<file path="config.mk">
export PLATFORM = sky130hd
export DESIGN_NAME = chs_disk_transfer_sequencer
export DESIGN_NICKNAME = d
export VERILOG_FILES = /design/src/sv/chs_pkg.sv /design/src/sv/chs_div.sv /design/src/sv/chs_disk_transfer_sequencer.sv
export SDC_FILE = /design/constraint.sdc
export NUM_CORES = 1
export LEC_CHECK = 0
export CORE_UTILIZATION = 40
export DETAILED_ROUTE_END_ITERATION = 12
export DONT_BUFFER_PORTS = 1
export PLACE_DENSITY = 0.51
export SETUP_SLACK_MARGIN = 0.1
export SYNTH_ARGS = -nofsm -noshare
export SYNTH_HDL_FRONTEND = slang
export SYNTH_SLANG_ARGS = --single-unit
</file>
<file path="constraint.sdc">
create_clock -name clk -period 6.64 [get_ports clk]
set_clock_uncertainty 0.2 [all_clocks]
set_input_delay 0 -clock clk [delete_from_list [all_inputs] [get_ports clk]]
set_output_delay 0 -clock clk [all_outputs]
set_load 0.01 [all_outputs]
</file>
<file path="src/sv/chs_pkg.sv">
// Shared types and constants for the CHS disk transfer sequencer.
// Used by chs_div and chs_disk_transfer_sequencer; depends on nothing.
`default_nettype none

package chs_pkg;

  localparam int SECTOR_W = 28;   // linear sector width
  localparam int PCYL_W   = 13;   // heads (5b) * sectors per track (8b)
  localparam int COUNT_W  = 16;
  localparam int TOTAL_W  = 32;

  typedef enum logic [2:0] {
    K_PROGRAM  = 3'd0,
    K_MOVE     = 3'd1,
    K_DONE_OK  = 3'd2,
    K_DONE_ERR = 3'd3,
    K_REJECT   = 3'd4,
    K_STRAY    = 3'd5,
    K_ACCEPT   = 3'd6
  } kind_t;

  typedef enum logic [2:0] {
    R_UNIT0_PRESENT = 3'd0,
    R_UNIT0_HEADS   = 3'd1,
    R_UNIT0_SPT     = 3'd2,
    R_UNIT1_PRESENT = 3'd3,
    R_UNIT1_HEADS   = 3'd4,
    R_UNIT1_SPT     = 3'd5
  } reg_index_t;

  typedef enum logic [3:0] {
    S_IDLE,
    S_DECIDE,
    S_NEXT,
    S_MUL,
    S_DIV1_GO,
    S_DIV1_WAIT,
    S_DIV2_WAIT,
    S_PROG,
    S_MOVE
  } state_t;

  typedef struct packed {
    kind_t                kind;
    logic [7:0]           burst_count;
    logic [7:0]           sector_number;
    logic [15:0]          cylinder;
    logic [3:0]           head;
    logic                 unit_out;
    logic                 write_command;
    logic [SECTOR_W-1:0]  sector_address;
    logic [TOTAL_W-1:0]   stray_count;
    logic [TOTAL_W-1:0]   soft_error_count;
    logic                 last;
  } res_t;

endpackage

`default_nettype wire

</file>
<file path="src/sv/chs_div.sv">
// Serial restoring divider: one quotient bit per cycle, SECTOR_W quotient bits per division.
// Depends on chs_pkg for widths.
`default_nettype none

module chs_div (
  input  wire logic                          clk,
  input  wire logic                          rst,
  input  wire logic                          start,
  input  wire logic [chs_pkg::SECTOR_W-1:0]  dividend,
  input  wire logic [chs_pkg::PCYL_W-1:0]    divisor,
  output logic                               busy,
  output logic                               done,
  output logic [chs_pkg::SECTOR_W-1:0]       quotient,
  output logic [chs_pkg::PCYL_W-1:0]         remainder
);

  localparam int CNT_W = $clog2(chs_pkg::SECTOR_W + 1);

  logic [CNT_W-1:0]             cnt;
  logic [chs_pkg::PCYL_W-1:0]   dsr;
  logic [chs_pkg::PCYL_W:0]     trial;
  logic                         ge;

  assign trial = {remainder, quotient[chs_pkg::SECTOR_W-1]};
  assign ge    = trial >= {1'b0, dsr};

  always_ff @(posedge clk) begin
    if (rst) begin
      busy <= 1'b0;
      done <= 1'b0;
      cnt  <= '0;
    end else begin
      done <= 1'b0;
      if (start) begin
        busy <= 1'b1;
        cnt  <= CNT_W'(chs_pkg::SECTOR_W);
      end else if (busy) begin
        cnt <= cnt - 1'b1;
        if (cnt == CNT_W'(1)) begin
          busy <= 1'b0;
          done <= 1'b1;
        end
      end
    end
  end

  always_ff @(posedge clk) begin
    if (start) begin
      quotient  <= dividend;
      remainder <= '0;
      dsr       <= divisor;
    end else if (busy) begin
      quotient  <= {quotient[chs_pkg::SECTOR_W-2:0], ge};
      remainder <= ge ? chs_pkg::PCYL_W'(trial - {1'b0, dsr})
                      : trial[chs_pkg::PCYL_W-1:0];
    end
  end

  a_start_busy: assert property (@(posedge clk) disable iff (rst)
    start |=> busy)
    else $error("divider did not start");

  a_done_idle: assert property (@(posedge clk) disable iff (rst)
    done |-> !busy)
    else $error("divider done while busy");

  a_rem_range: assert property (@(posedge clk) disable iff (rst)
    done && dsr != '0 |-> remainder < dsr)
    else $error("remainder not below divisor");

endmodule

`default_nettype wire

</file>
<file path="src/sv/chs_disk_transfer_sequencer.sv">
// Top level of the CHS disk transfer sequencer: control sequencer and result register.
// Depends on chs_pkg and chs_div.
`default_nettype none

// A start or interrupt is taken only while the sequencer is idle and yields one to three
// results through a single output register. Items that do not program a burst go from the
// decide state back to idle, by way of the next state when the transfer ends with done ok,
// and wait in those states while the output side is not free. Programming a burst runs two
// divisions on the shared serial divider (sector by sectors-per-cylinder, then remainder
// by sectors per track), so a start or a burst-ending interrupt passes the multiply and both
// division states before its program result; on a write a move result follows it.
module chs_disk_transfer_sequencer (
  input  wire logic                          clk,
  input  wire logic                          rst,
  // configuration
  input  wire logic                          cfg_we,
  input  wire logic [2:0]                    cfg_index,
  input  wire logic [7:0]                    cfg_data,
  // input items
  input  wire logic                          in_valid,
  output logic                               in_ready,
  input  wire logic                          action,
  input  wire logic                          is_write,
  input  wire logic                          drive,
  input  wire logic [chs_pkg::SECTOR_W-1:0]  start_sector,
  input  wire logic [chs_pkg::COUNT_W-1:0]   sector_total,
  input  wire logic                          status_busy,
  input  wire logic                          status_error,
  input  wire logic                          status_ecc,
  input  wire logic                          status_drq,
  // results
  output logic                               out_valid,
  input  wire logic                          out_ready,
  output logic [2:0]                         kind,
  output logic [7:0]                         burst_count,
  output logic [7:0]                         sector_number,
  output logic [15:0]                        cylinder,
  output logic [3:0]                         head,
  output logic                               unit_out,
  output logic                               write_command,
  output logic [chs_pkg::SECTOR_W-1:0]       sector_address,
  output logic [chs_pkg::TOTAL_W-1:0]        stray_count,
  output logic [chs_pkg::TOTAL_W-1:0]        soft_error_count,
  output logic                               last
);

  // geometry registers
  logic [1:0]       present;
  logic [4:0]       heads   [2];
  logic [7:0]       spt_cfg [2];

  always_ff @(posedge clk) begin
    if (rst) begin
      present    <= '0;
      heads[0]   <= 5'd1;
      heads[1]   <= 5'd1;
      spt_cfg[0] <= 8'd1;
      spt_cfg[1] <= 8'd1;
    end else if (cfg_we) begin
      case (cfg_index)
        chs_pkg::R_UNIT0_PRESENT: present[0]  <= cfg_data[0];
        chs_pkg::R_UNIT0_HEADS:   heads[0]    <= cfg_data[4:0];
        chs_pkg::R_UNIT0_SPT:     spt_cfg[0]  <= cfg_data;
        chs_pkg::R_UNIT1_PRESENT: present[1]  <= cfg_data[0];
        chs_pkg::R_UNIT1_HEADS:   heads[1]    <= cfg_data[4:0];
        chs_pkg::R_UNIT1_SPT:     spt_cfg[1]  <= cfg_data;
        default: ;
      endcase
    end
  end

  // sequencer state
  chs_pkg::state_t                state, state_next;
  logic                           active, active_next;
  logic                           act_unit, act_unit_next;
  logic                           act_write, act_write_next;
  logic [chs_pkg::SECTOR_W-1:0]   cur_sector, cur_sector_next;
  logic [chs_pkg::COUNT_W-1:0]    sectors_left, sectors_left_next;
  logic [7:0]                     burst_left, burst_left_next;
  logic [chs_pkg::TOTAL_W-1:0]    stray_total, stray_total_next;
  logic [chs_pkg::TOTAL_W-1:0]    soft_total, soft_total_next;

  // latched input item
  logic                           r_action, r_write, r_drive;
  logic [chs_pkg::SECTOR_W-1:0]   r_start;
  logic [chs_pkg::COUNT_W-1:0]    r_total;
  logic                           r_busy, r_err, r_ecc, r_drq;

  // geometry work registers
  logic [chs_pkg::PCYL_W-1:0]     per_cyl, per_cyl_next;
  logic [7:0]                     spt_q, spt_q_next;
  logic [15:0]                    cyl_q, cyl_q_next;
  logic [3:0]                     trk_q, trk_q_next;
  logic [7:0]                     rem_q, rem_q_next;

  // divider
  logic                           div_start, div_busy, div_done;
  logic [chs_pkg::SECTOR_W-1:0]   div_dvd, div_quo;
  logic [chs_pkg::PCYL_W-1:0]     div_dsr, div_rem;

  chs_div u_div (
    .clk       (clk),
    .rst       (rst),
    .start     (div_start),
    .dividend  (div_dvd),
    .divisor   (div_dsr),
    .busy      (div_busy),
    .done      (div_done),
    .quotient  (div_quo),
    .remainder (div_rem)
  );

  // result register
  chs_pkg::res_t  res, out_res;
  logic           res_load, out_free;

  assign out_free = !out_valid || out_ready;
  assign in_ready = (state == chs_pkg::S_IDLE);

  logic [4:0]  heads_sel;
  logic [7:0]  spt_sel, room, burst;
  logic        tag_unit;

  always_comb begin
    heads_sel = (heads[act_unit] == '0) ? 5'd1 : heads[act_unit];
    spt_sel   = (spt_cfg[act_unit] == '0) ? 8'd1 : spt_cfg[act_unit];
    room      = spt_q - rem_q;
    burst     = (sectors_left > {8'd0, room}) ? room : sectors_left[7:0];
  end

  always_comb begin
    state_next        = state;
    active_next       = active;
    act_unit_next     = act_unit;
    act_write_next    = act_write;
    cur_sector_next   = cur_sector;
    sectors_left_next = sectors_left;
    burst_left_next   = burst_left;
    stray_total_next  = stray_total;
    soft_total_next   = soft_total;
    per_cyl_next      = per_cyl;
    spt_q_next        = spt_q;
    cyl_q_next        = cyl_q;
    trk_q_next        = trk_q;
    rem_q_next        = rem_q;
    div_start         = 1'b0;
    div_dvd           = cur_sector;
    div_dsr           = per_cyl;
    res               = '0;
    res_load          = 1'b0;
    tag_unit          = 1'b0;

    case (state)
      chs_pkg::S_IDLE: begin
        if (in_valid) state_next = chs_pkg::S_DECIDE;
      end

      chs_pkg::S_DECIDE: begin
        if (out_free) begin
          res_load   = 1'b1;
          res.last   = 1'b1;
          state_next = chs_pkg::S_IDLE;
          if (!r_action) begin
            if (active || !present[r_drive] || r_total == '0) begin
              res.kind = chs_pkg::K_REJECT;
            end else begin
              active_next       = 1'b1;
              act_unit_next     = r_drive;
              act_write_next    = r_write;
              cur_sector_next   = r_start;
              sectors_left_next = r_total;
              res.kind          = chs_pkg::K_ACCEPT;
              tag_unit          = 1'b1;
              res.last          = 1'b0;
              state_next        = chs_pkg::S_MUL;
            end
          end else if (r_busy || !active) begin
            if (stray_total != '1) stray_total_next = stray_total + 1'b1;
            res.kind = chs_pkg::K_STRAY;
          end else if (r_err) begin
            res.kind           = chs_pkg::K_DONE_ERR;
            tag_unit           = 1'b1;
            res.sector_address = cur_sector;
            active_next        = 1'b0;
          end else if (act_write && r_drq && burst_left == '0) begin
            // surplus data request on a write
            if (stray_total != '1) stray_total_next = stray_total + 1'b1;
            res.kind = chs_pkg::K_STRAY;
          end else begin
            if (r_ecc && soft_total != '1) soft_total_next = soft_total + 1'b1;
            if (act_write && !r_drq) begin
              // write burst finished, nothing emitted yet
              res_load   = 1'b0;
              state_next = chs_pkg::S_NEXT;
            end else begin
              res.kind           = chs_pkg::K_MOVE;
              tag_unit           = 1'b1;
              res.sector_address = cur_sector;
              cur_sector_next    = cur_sector + 1'b1;
              if (sectors_left != '0) sectors_left_next = sectors_left - 1'b1;
              if (burst_left != '0) burst_left_next = burst_left - 1'b1;
              if (!act_write && burst_left <= 8'd1) begin
                res.last   = 1'b0;
                state_next = chs_pkg::S_NEXT;
              end
            end
          end
        end
      end

      chs_pkg::S_NEXT: begin
        if (sectors_left != '0) begin
          state_next = chs_pkg::S_MUL;
        end else if (out_free) begin
          res_load           = 1'b1;
          res.kind           = chs_pkg::K_DONE_OK;
          tag_unit           = 1'b1;
          res.sector_address = cur_sector;
          res.last           = 1'b1;
          active_next        = 1'b0;
          state_next         = chs_pkg::S_IDLE;
        end
      end

      chs_pkg::S_MUL: begin
        per_cyl_next = chs_pkg::PCYL_W'(heads_sel) * chs_pkg::PCYL_W'(spt_sel);
        spt_q_next   = spt_sel;
        state_next   = chs_pkg::S_DIV1_GO;
      end

      chs_pkg::S_DIV1_GO: begin
        div_start  = 1'b1;
        state_next = chs_pkg::S_DIV1_WAIT;
      end

      chs_pkg::S_DIV1_WAIT: begin
        if (div_done) begin
          cyl_q_next = div_quo[15:0];
          div_start  = 1'b1;
          div_dvd    = chs_pkg::SECTOR_W'(div_rem);
          div_dsr    = chs_pkg::PCYL_W'(spt_q);
          state_next = chs_pkg::S_DIV2_WAIT;
        end
      end

      chs_pkg::S_DIV2_WAIT: begin
        if (div_done) begin
          trk_q_next = div_quo[3:0];
          rem_q_next = div_rem[7:0];
          state_next = chs_pkg::S_PROG;
        end
      end

      chs_pkg::S_PROG: begin
        if (out_free) begin
          res_load          = 1'b1;
          burst_left_next   = burst;
          res.kind          = chs_pkg::K_PROGRAM;
          tag_unit          = 1'b1;
          res.burst_count   = burst;
          res.sector_number = rem_q + 8'd1;
          res.cylinder      = cyl_q;
          res.head          = trk_q;
          res.last          = !act_write;
          state_next        = act_write ? chs_pkg::S_MOVE : chs_pkg::S_IDLE;
        end
      end

      chs_pkg::S_MOVE: begin
        if (out_free) begin
          res_load           = 1'b1;
          res.kind           = chs_pkg::K_MOVE;
          tag_unit           = 1'b1;
          res.sector_address = cur_sector;
          res.last           = 1'b1;
          cur_sector_next    = cur_sector + 1'b1;
          if (sectors_left != '0) sectors_left_next = sectors_left - 1'b1;
          if (burst_left != '0) burst_left_next = burst_left - 1'b1;
          state_next         = chs_pkg::S_IDLE;
        end
      end

      default: state_next = chs_pkg::S_IDLE;
    endcase

    if (tag_unit) begin
      res.unit_out      = act_unit_next;
      res.write_command = act_write_next;
    end
    res.stray_count      = stray_total_next;
    res.soft_error_count = soft_total_next;
  end

  always_ff @(posedge clk) begin
    if (rst) begin
      state        <= chs_pkg::S_IDLE;
      active       <= 1'b0;
      act_unit     <= 1'b0;
      act_write    <= 1'b0;
      cur_sector   <= '0;
      sectors_left <= '0;
      burst_left   <= '0;
      stray_total  <= '0;
      soft_total   <= '0;
      out_valid    <= 1'b0;
    end else begin
      state        <= state_next;
      active       <= active_next;
      act_unit     <= act_unit_next;
      act_write    <= act_write_next;
      cur_sector   <= cur_sector_next;
      sectors_left <= sectors_left_next;
      burst_left   <= burst_left_next;
      stray_total  <= stray_total_next;
      soft_total   <= soft_total_next;
      if (res_load) out_valid <= 1'b1;
      else if (out_ready) out_valid <= 1'b0;
    end
  end

  always_ff @(posedge clk) begin
    per_cyl <= per_cyl_next;
    spt_q   <= spt_q_next;
    cyl_q   <= cyl_q_next;
    trk_q   <= trk_q_next;
    rem_q   <= rem_q_next;
    if (res_load) out_res <= res;
    if (in_valid && in_ready) begin
      r_action <= action;
      r_write  <= is_write;
      r_drive  <= drive;
      r_start  <= start_sector;
      r_total  <= sector_total;
      r_busy   <= status_busy;
      r_err    <= status_error;
      r_ecc    <= status_ecc;
      r_drq    <= status_drq;
    end
  end

  assign kind             = out_res.kind;
  assign burst_count      = out_res.burst_count;
  assign sector_number    = out_res.sector_number;
  assign cylinder         = out_res.cylinder;
  assign head             = out_res.head;
  assign unit_out         = out_res.unit_out;
  assign write_command    = out_res.write_command;
  assign sector_address   = out_res.sector_address;
  assign stray_count      = out_res.stray_count;
  assign soft_error_count = out_res.soft_error_count;
  assign last             = out_res.last;

  a_one_item: assert property (@(posedge clk) disable iff (rst)
    in_valid && in_ready |=> !in_ready)
    else $error("second item taken while one is in work");

  a_idle_div: assert property (@(posedge clk) disable iff (rst)
    state == chs_pkg::S_IDLE |-> !div_busy)
    else $error("divider running while idle");

  a_burst_nonzero: assert property (@(posedge clk) disable iff (rst)
    out_valid && out_res.kind == chs_pkg::K_PROGRAM |-> out_res.burst_count != '0)
    else $error("empty burst programmed");

  a_end_last: assert property (@(posedge clk) disable iff (rst)
    $fell(active) |-> out_valid && out_res.last)
    else $error("transfer ended without a final result");

endmodule

`default_nettype wire
</file>
==> results of run 1 <==
-- routing by layer --
metal | part of all wire | up-vias | GRT usage
met1 | 0.46 | 7051 | 0.253
li1 | - | 7112 | -
met5 | 0 | - | 0
met3 | 0.048 | 80 | 0.0345
met2 | 0.47 | 350 | 0.311
met4 | 0.026 | 0 | 0.0592
-- synth_stat cells, drive strengths merged (9+ instances only) --
master   number
or2           9
nand2       187
o21a         11
a21oi       106
clkbuf       66
nand2b       14
fa           20
mux2i        24
mux2         14
edfxtp      301
buf          14
xor2         41
dfxtp       146
nand3        60
nor2        149
xnor2        56
inv          96
and4         14
ha           58
and3         41
a31oi        10
or3          15
o31ai        12
nor4         18
a211oi       25
nand4        36
o21ai        71
a2bb2oi       9
a22oi        30
nor3         36
nor2b        82
a21o         10
and2         55
-- metrics by stage --
step | worst slack (ns) | hold slack, ns | power (mW)
after global routing | 0.451 | 0.0232 | 7.10
after detailed placement | 0.870 | -0.101 | 4.12
after global placement | 0.950 | -0.101 | 4.12
after floorplan | 1.08 | -0.101 | 3.93
final | 0.884 | 0.0206 | 6.80
after CTS | 0.832 | 0.000335 | 6.89
-- cell usage in the layout, fill, tap and decap left out, types with 11 or more instances in the layout --
cell	count
clkbuf_16	49
nand2_1	186
xnor2_1	56
nor2b_1	81
and4_1	14
inv_1	96
nor2_1	145
xor2_1	41
and2_1	53
o21ai_0	68
or3_1	15
a21oi_1	106
a211oi_1	24
dfxtp_1	146
edfxtp_1	301
a22oi_1	30
nor3_1	33
ha_1	58
fa_1	20
o21a_1	11
and3_1	41
nand2b_1	14
o31ai_1	11
buf_4	19
nor4_1	17
dlygate4sd3_1	128
mux2i_1	24
nand3_1	60
mux2_2	14
nand4_1	36
-- final timing paths --
kind	from	to
setup reg to reg	act_unit	per_cyl[12]
hold reg to reg	u_div.quotient[14]	cyl_q[14]
hold / removal	cfg_data[4]	heads[1][4]
setup / recovery	act_unit	per_cyl[12]
-- cells by family (layout without fill, tap and decap cells) --
logic type	count (synthesis)	count (layout)	share of synthesized area
buf+inv	176	336	0.0323
fa+ha+maj	78	78	0.0537
xor+xnor	97	97	0.0405
mux	38	38	0.0190
flops	447	447	0.571
simple gates	736	736	0.179
compound gates	339	339	0.104
-- cell type report --
cell class / count / area [µm²] / area share
Sequential cell: 447 / 12000 / 0.487
Multi-Input combinational cell: 1288 / 8360 / 0.341
Timing Repair Buffer: 148 / 1450 / 0.0591
Clock buffer: 63 / 1320 / 0.0537
Tap cell: 680 / 851 / 0.0347
Inverter: 96 / 360 / 0.0147
Clock inverter: 29 / 246 / 0.0100
-- power by group --
group	internal, mW	switching, mW	leakage [nW]
clock network	1.53	1.13	0.762
logic	0.357	0.515	4.31
registers	3.14	0.136	4.03
total	5.02	1.78	9.11
-- registers in the layout (all words and copies together), names as in the netlist, 8 cells and up --
signal and cells:
soft_error_count 32, soft_total 32, stray_count 32, stray_total 32, cur_sector 28, r_start 28, sector_address 28, u_div.quotient 28
cyl_q 16, cylinder 16, r_total 16, sectors_left 16, spt_cfg 16, per_cyl 13, u_div.dsr 13, u_div.remainder 13
heads 10, burst_count 8, burst_left 8, rem_q 8, sector_number 8, spt_q 8
-- worst max-delay path, cell delays in order, from the launching register on --
cell and delay [ns]:
dfxtp_1 0.74, mux2i_1 0.58, nand4_1 0.15, nor4_1 0.30, a211oi_1 0.17, inv_1 0.12
nand2_1 0.08, fa_1 0.51, fa_1 0.52, fa_1 0.54, inv_1 0.04, ha_1 0.33
a21o_1 0.19, a21oi_1 0.21, o21bai_1 0.09, a21oi_1 0.22, o21ai_0 0.20, and4_1 0.25
nor3_1 0.17
-- timing repair --
action | 4_1_cts | 5_1_grt
endpoints found under the hold margin | 291 | 0
setup buffers | 0 | 0
hold buffers | 129 | 0
gates resized for setup | 0 | 0
==> flow_metrics.tcl, run 1 <==
set metrics [dict create \
    die_h_um 231 \
    routed_wl_mm 50.7 \
    synth-edff-count 301 \
    fin_nets 2175 \
    syn_avg_cell_area_um2 11.0 \
    synth_nets 2056 \
    placedCellCount 2530 \
    powerDensity_nw_per_um2 277 \
    rsz0062_at_grt "false" \
    crit_type "reg -> reg" \
    io_buffer_count 0 \
    synthToLayoutAreaGrowth_pct 17.2 \
    final_core_util 0.477 \
    routabilityCongestion 0.841 \
    peakVddDrop_mv 0.177 \
    synth_top_area_share 0.431 \
    rows 83 \
    dieArea_um2 53300 \
    grt_pass1_wl_mm 79.6 \
    grt_max_degree 142 \
    final_layout_size_suffix_gt1_frac 0.0681 \
    overflow 0 \
    h-tree-depth 2 \
    drt-wirelength-per-cell_um 18.4 \
    drc_errors 0 \
    fp.coreArea_um2 51500 \
    chipWidth_um 231 \
    ys_seq_elements 447 \
    synth_area_um2 21000 \
    r2r.worst_path.cells 18 \
    p_leak_nw 9.11 \
    vias 14593 \
    drtIter0Drc 805 \
    initial_core_util 0.407 \
    clkSlewWorstSetupHoldPaths_ns 0.06 \
    clock_sinks 447 \
    ff2ff_setup_slack_ns 0.88 \
    ys_types 73 \
    slew_headroom 0.296 \
    holdPathStages 2 \
    period_needed_ns 5.76 \
    yosysWarnings 0 \
    ant_nets 0 \
    worstSetupEndpointType "flip-flop" \
    insertion_delay_ns 0.59 \
    status "finished clean" \
    yosys.area.top_type "edfxtp_1" \
    nFillCells 4782 \
    cts_made_buffers 49 \
    cts_tree "done" \
    tns_ns 0 \
    synth_area_leaders "edfxtp_1 43%, dfxtp_1 14%, ha_1 3.5%" \
    placed_cell_area_um2 21700 \
    cts_buffer_depth 3 \
    final_cell_area_um2 24500 \
    track_usage 0.189 \
    hold_viol_final 0 \
    grt_pass1_vias 14379 \
    hold_class "in -> reg" \
    first_pass_iters 6 \
    io_pins 203 \
    required_ns 6.87 \
    post-route-period-util 0.867 \
    cap_violations 0 \
    startpoint_type "flip-flop" \
    antenna_cells 0 \
    fin_cells 2751 \
    synthArstFlopShare 0 \
    max_freq_ghz 0.174 \
    ys_seq_area_frac 0.571 \
    cts_root_buffer "clkbuf_16" \
    ys.flop_type "edfxtp_1" \
    critPathMaxFanout 12 \
    tightest_slew_ns 1.05 \
    dp_hpwl_mm 34.5 \
    syn-instance-count 1911 \
    antenna_found_initial 0 \
    viasPerCell 5.30 \
    cp.arrival_ns 5.98 \
    finalSetupViolations 0 \
    slew_violations 0 \
]
Power figures use the tool's default switching activity.
==> run 2, diff against run 1 <==
Settings changed: ABC_CLOCK_PERIOD_IN_PS set to 6640, PLACE_DENSITY 0.51 to 0.54.
==> flow_metrics.tcl, run 2 (same netlist as run 1, synthesis figures left out) <==
set metrics [dict create \
    final_layout_size_suffix_gt1_frac 0.0677 \
    period_needed_ns 5.69 \
    max_freq_ghz 0.176 \
    cts_made_buffers 49 \
    tightest_slew_ns 1.07 \
    rsz0062_at_grt "false" \
    initial_core_util 0.407 \
    final_cell_area_um2 24600 \
    slew_headroom 0.281 \
    final_cell_mix "301 x edfxtp_1, 186 x nand2_1, 146 x dfxtp_1" \
    critPathTopFamily "adder cells" \
    drt-wirelength-per-cell_um 18.4 \
    cts_tree "done" \
    tns_ns 0 \
    clkSlewWorstSetupHoldPaths_ns 0.06 \
    synthToLayoutAreaGrowth_pct 17.3 \
    crit_type "reg -> reg" \
    status "finished clean" \
    grt_pass1_wl_mm 79.7 \
    dieArea_um2 53300 \
    rows 83 \
    drtIter0Drc 1229 \
    insertion_delay_ns 0.59 \
    slew_violations 0 \
    io_buffer_count 0 \
    hold_viol_final 0 \
    grt_max_degree 142 \
    placed_cell_area_um2 21700 \
    fin_nets 2171 \
    dp_hpwl_mm 34.4 \
    clock_sinks 447 \
    routabilityCongestion 0.853 \
    die_h_um 231 \
    critPathMaxFanout 11 \
    critPathBufInv 2 \
    p_leak_nw 9.12 \
    startpoint "act_unit" \
    fin_cells 2748 \
    worstSetupEndpointType "flip-flop" \
    viasPerCell 5.35 \
    worst_slack_ns 0.952 \
    finalSetupViolations 0 \
    overflow 0 \
    worstHoldStart "cfg_data[2]" \
    ant_nets 0 \
    hold_class "in -> reg" \
    required_ns 6.87 \
    grt_pass1_vias 14422 \
    powerDensity_nw_per_um2 279 \
    h-tree-depth 2 \
    r2r_start "act_unit" \
    fp.coreArea_um2 51500 \
    startpoint_type "flip-flop" \
    peakVddDrop_mv 0.191 \
    routed_wl_mm 50.5 \
    antenna_found_initial 1 \
    cap_violations 0 \
    place_ws_ns 0.911 \
    drc_errors 0 \
    final_core_util 0.477 \
    first_pass_iters 5 \
    path_common_cell "fa_1" \
    cp.arrival_ns 5.92 \
    vias 14714 \
    cts_buffer_depth 3 \
    cp_cell_sequence "mux2i_1 -> nand4_1 -> nor4_1 -> a211oi_1 -> inv_1 -> nand2_1 -> fa_1 -> fa_1 -> fa_1 -> inv_1 -> ha_1 -> a21o_1 -> a21oi_1 -> o21bai_1 -> a21oi_1 -> o21ai_0 -> and4_1 -> nor3_1" \
    nFillCells 4753 \
    placedCellCount 2527 \
    cts_root_buffer "clkbuf_16" \
    track_usage 0.188 \
    cts_post_setup_buffers_inserted 0 \
    slowest_stage "dfxtp_1" \
    post-route-period-util 0.857 \
    chipWidth_um 231 \
    cpPeakStageDelay_ns 0.69 \
    io_pins 203 \
    final_common_cell "edfxtp_1" \
]
run 2: cell types whose count changed in the layout (fill, tap and decap cells not counted), sizes merged:
cell         previous run  this run
clkbuf                 63        76
clkinv                 19         9
buf                    20        17
clkinvlp                4         1
bufinv                  3         2
diode                   0         1
dlygate4sd3           128       127
inv                    99       100
run 2: timing repair:
item / in CTS / in global routing
hold buffers: 128 / 0
endpoints found under the hold margin: 262 / 0
gates resized for setup: 0 / 0
run 2: final timing paths:
kind                        end  slack, ns  depth (start not counted)
setup / recovery    per_cyl[12]       0.95                         18
hold / removal    spt_cfg[0][2]       0.02                          2
setup reg to reg    per_cyl[12]       0.95                         18
hold reg to reg        cyl_q[5]       0.24                          0
run 2: worst register-to-register path, delay by kind of cell (launching register included):
family | cells | cell delay, ns
AOI/OAI and AO/OA | 6 | 1.11
DFF | 1 | 0.69
buffers and inverters | 2 | 0.15
and+or+nand+nor | 5 | 0.93
muxes | 1 | 0.56
adders and majority gates | 4 | 1.89
run 2: metrics by stage:
stage	hold WS, ns	total power [mW]
final	0.0240	6.86
after floorplan	-0.101	3.93
after CTS	0.00396	6.93
after detailed placement	-0.101	4.12
after global routing	0.0123	7.15
after global placement	-0.101	4.11
run 2: routing by layer:
metal / up-vias / track usage / part of all wire
li1: 7104 / - / -
met1: 7089 / 0.259 / 0.45
met2: 447 / 0.302 / 0.46
met3: 72 / 0.0348 / 0.057
met4: 2 / 0.0553 / 0.023
met5: - / 0 / 0.00026
run 2: final cells by class:
type	count	area (µm²)	share of cell area
Antenna cell	1	2.50	0.000102
Clock buffer	76	1460	0.0594
Clock inverter	16	155	0.00631
Inverter	96	360	0.0147
Multi-Input combinational cell	1288	8360	0.340
Sequential cell	447	12000	0.487
Tap cell	680	851	0.0346
Timing Repair Buffer	144	1430	0.0582
run 2: power by group:
| part | switching, mW | total, mW | internal [mW] |
|---|---|---|---|
| Clock | 1.12 | 2.71 | 1.60 |
| Combinational | 0.511 | 0.868 | 0.357 |
| Sequential | 0.136 | 3.27 | 3.14 |
==> run 3, diff against run 2 <==
Settings changed: CORE_ASPECT_RATIO set to 1.2.
==> flow_metrics.tcl, run 3 (same netlist as run 1, synthesis figures left out) <==
set metrics [dict create \
    dieArea_um2 53300 \
    clkPwrFrac 0.388 \
    post-route-period-util 0.881 \
    cp.arrival_ns 5.95 \
    cts_post_setup_buffers_inserted 0 \
    slowest_stage "dfxtp_1" \
    insertion_delay_ns 0.59 \
    cts_tree "done" \
    synthToLayoutAreaGrowth_pct 17.1 \
    max_freq_ghz 0.171 \
    h-tree-depth 2 \
    chipWidth_um 211 \
    tns_ns 0 \
    switching_share 0.259 \
    vias 14651 \
    drt-wirelength-per-cell_um 18.4 \
    io_buffer_count 0 \
    initial_core_util 0.406 \
    drtIter0Drc 880 \
    cts_made_buffers 46 \
    antenna_found_initial 4 \
    rsz0062_at_grt "false" \
    grt_max_degree 142 \
    final_cell_mix "301 x edfxtp_1, 186 x nand2_1, 146 x dfxtp_1" \
    path_common_cell "fa_1" \
    fp.coreArea_um2 51600 \
    cp_cell_sequence "mux2i_1 -> nand4_1 -> nor4_1 -> a211oi_1 -> inv_1 -> nand2_1 -> fa_1 -> fa_1 -> fa_1 -> inv_1 -> ha_1 -> a21o_1 -> a21oi_1 -> o21bai_1 -> a21oi_1 -> o21ai_0 -> nor4_1 -> nor3_1" \
    crit_type "reg -> reg" \
    overflow 0 \
    p_switching_mw 1.75 \
    powerDensity_nw_per_um2 276 \
    required_ns 6.74 \
    final_core_util 0.476 \
    startpoint_type "flip-flop" \
    critPathTopFamily "adder cells" \
    cts_root_buffer "clkbuf_16" \
    seqPwrFrac 0.484 \
    placed_cell_area_um2 21700 \
    finalSetupViolations 0 \
    worstSetupEndpointType "flip-flop" \
    fin_cells 2761 \
    hold_class "in -> reg" \
    hold_viol_final 0 \
    slew_violations 0 \
    status "finished clean" \
    p_leak_nw 9.07 \
    grt_pass1_wl_mm 80.5 \
    p_comb_frac 0.128 \
    first_pass_iters 4 \
    tightest_slew_ns 1.12 \
    viasPerCell 5.31 \
    die_h_um 253 \
    peakVddDrop_mv 0.189 \
    clock_sinks 447 \
    routed_wl_mm 50.8 \
    fin_nets 2168 \
    critPathBufInv 2 \
    cpPeakStageDelay_ns 0.79 \
    internal_power_mw 5.01 \
    clkSlewWorstSetupHoldPaths_ns 0.06 \
    cts_buffer_depth 3 \
    final_common_cell "edfxtp_1" \
    grt_pass1_vias 14551 \
    cts_resized 0 \
    rows 91 \
    period_needed_ns 5.85 \
    critPathMaxFanout 14 \
    io_pins 203 \
    dp_hpwl_mm 34.7 \
    final_layout_size_suffix_gt1_frac 0.0665 \
    placedCellCount 2543 \
    routabilityCongestion 0.865 \
    ant_nets 0 \
    final_cell_area_um2 24500 \
    track_usage 0.192 \
    cap_violations 0 \
    drc_errors 0 \
    nFillCells 4667 \
    slew_headroom 0.253 \
]
==> run 3: power groups by stage <==
stage	combinational (mW)	clock (mW)	sequential, mW
after CTS	0.868	2.70	3.28
after floorplan	0.636	0	3.29
after global routing	0.980	2.80	3.29
after detailed placement	0.784	0	3.34
after global placement	0.777	0	3.33
final	0.866	2.62	3.27
==> run 3: timing repair <==
action / 4_1_cts / 5_1_grt
hold endpoints to repair: 298 / 0
hold buffers: 129 / 0
endpoints found under the setup margin: 0 / 0
==> run 3: metrics by stage <==
stage                     hold slack (ns)  power [mW]  worst slack [ns]
after floorplan                    -0.101        3.93              1.08
after global placement             -0.101        4.11             0.840
after detailed placement           -0.101        4.12             0.777
after CTS                         0.00581        6.84             0.695
after global routing               0.0539        7.07             0.266
final                              0.0370        6.76             0.790
==> run 3: routing by layer <==
layer	global-route usage	routed length [µm]
met1	0.247	22600
met5	0	10
met3	0.0323	2370
met4	0.0499	1050
met2	0.331	24800
==> run 3: path summary, 6_finish.rpt <==
| path | startpoint | to | slack [ns] | cells after the start |
|---|---|---|---|---|
| hold / removal | cfg_data[4] | heads[0][4] | 0.04 | 2 |
| hold reg to reg | u_div.quotient[14] | cyl_q[14] | 0.25 | 0 |
| setup / recovery | act_unit | per_cyl[12] | 0.79 | 18 |
| setup reg to reg | act_unit | per_cyl[12] | 0.79 | 18 |
==> run 3: cell type report <==
type,count,area [µm²],share of cell area
antenna,3,7.51,0.000306
clock inverter,26,263,0.0107
sequential,447,12000,0.488
clock buffer,60,1270,0.0520
inverter,96,360,0.0147
multi-input combinational,1288,8370,0.341
tap,697,872,0.0356
timing repair buffer,144,1420,0.0580
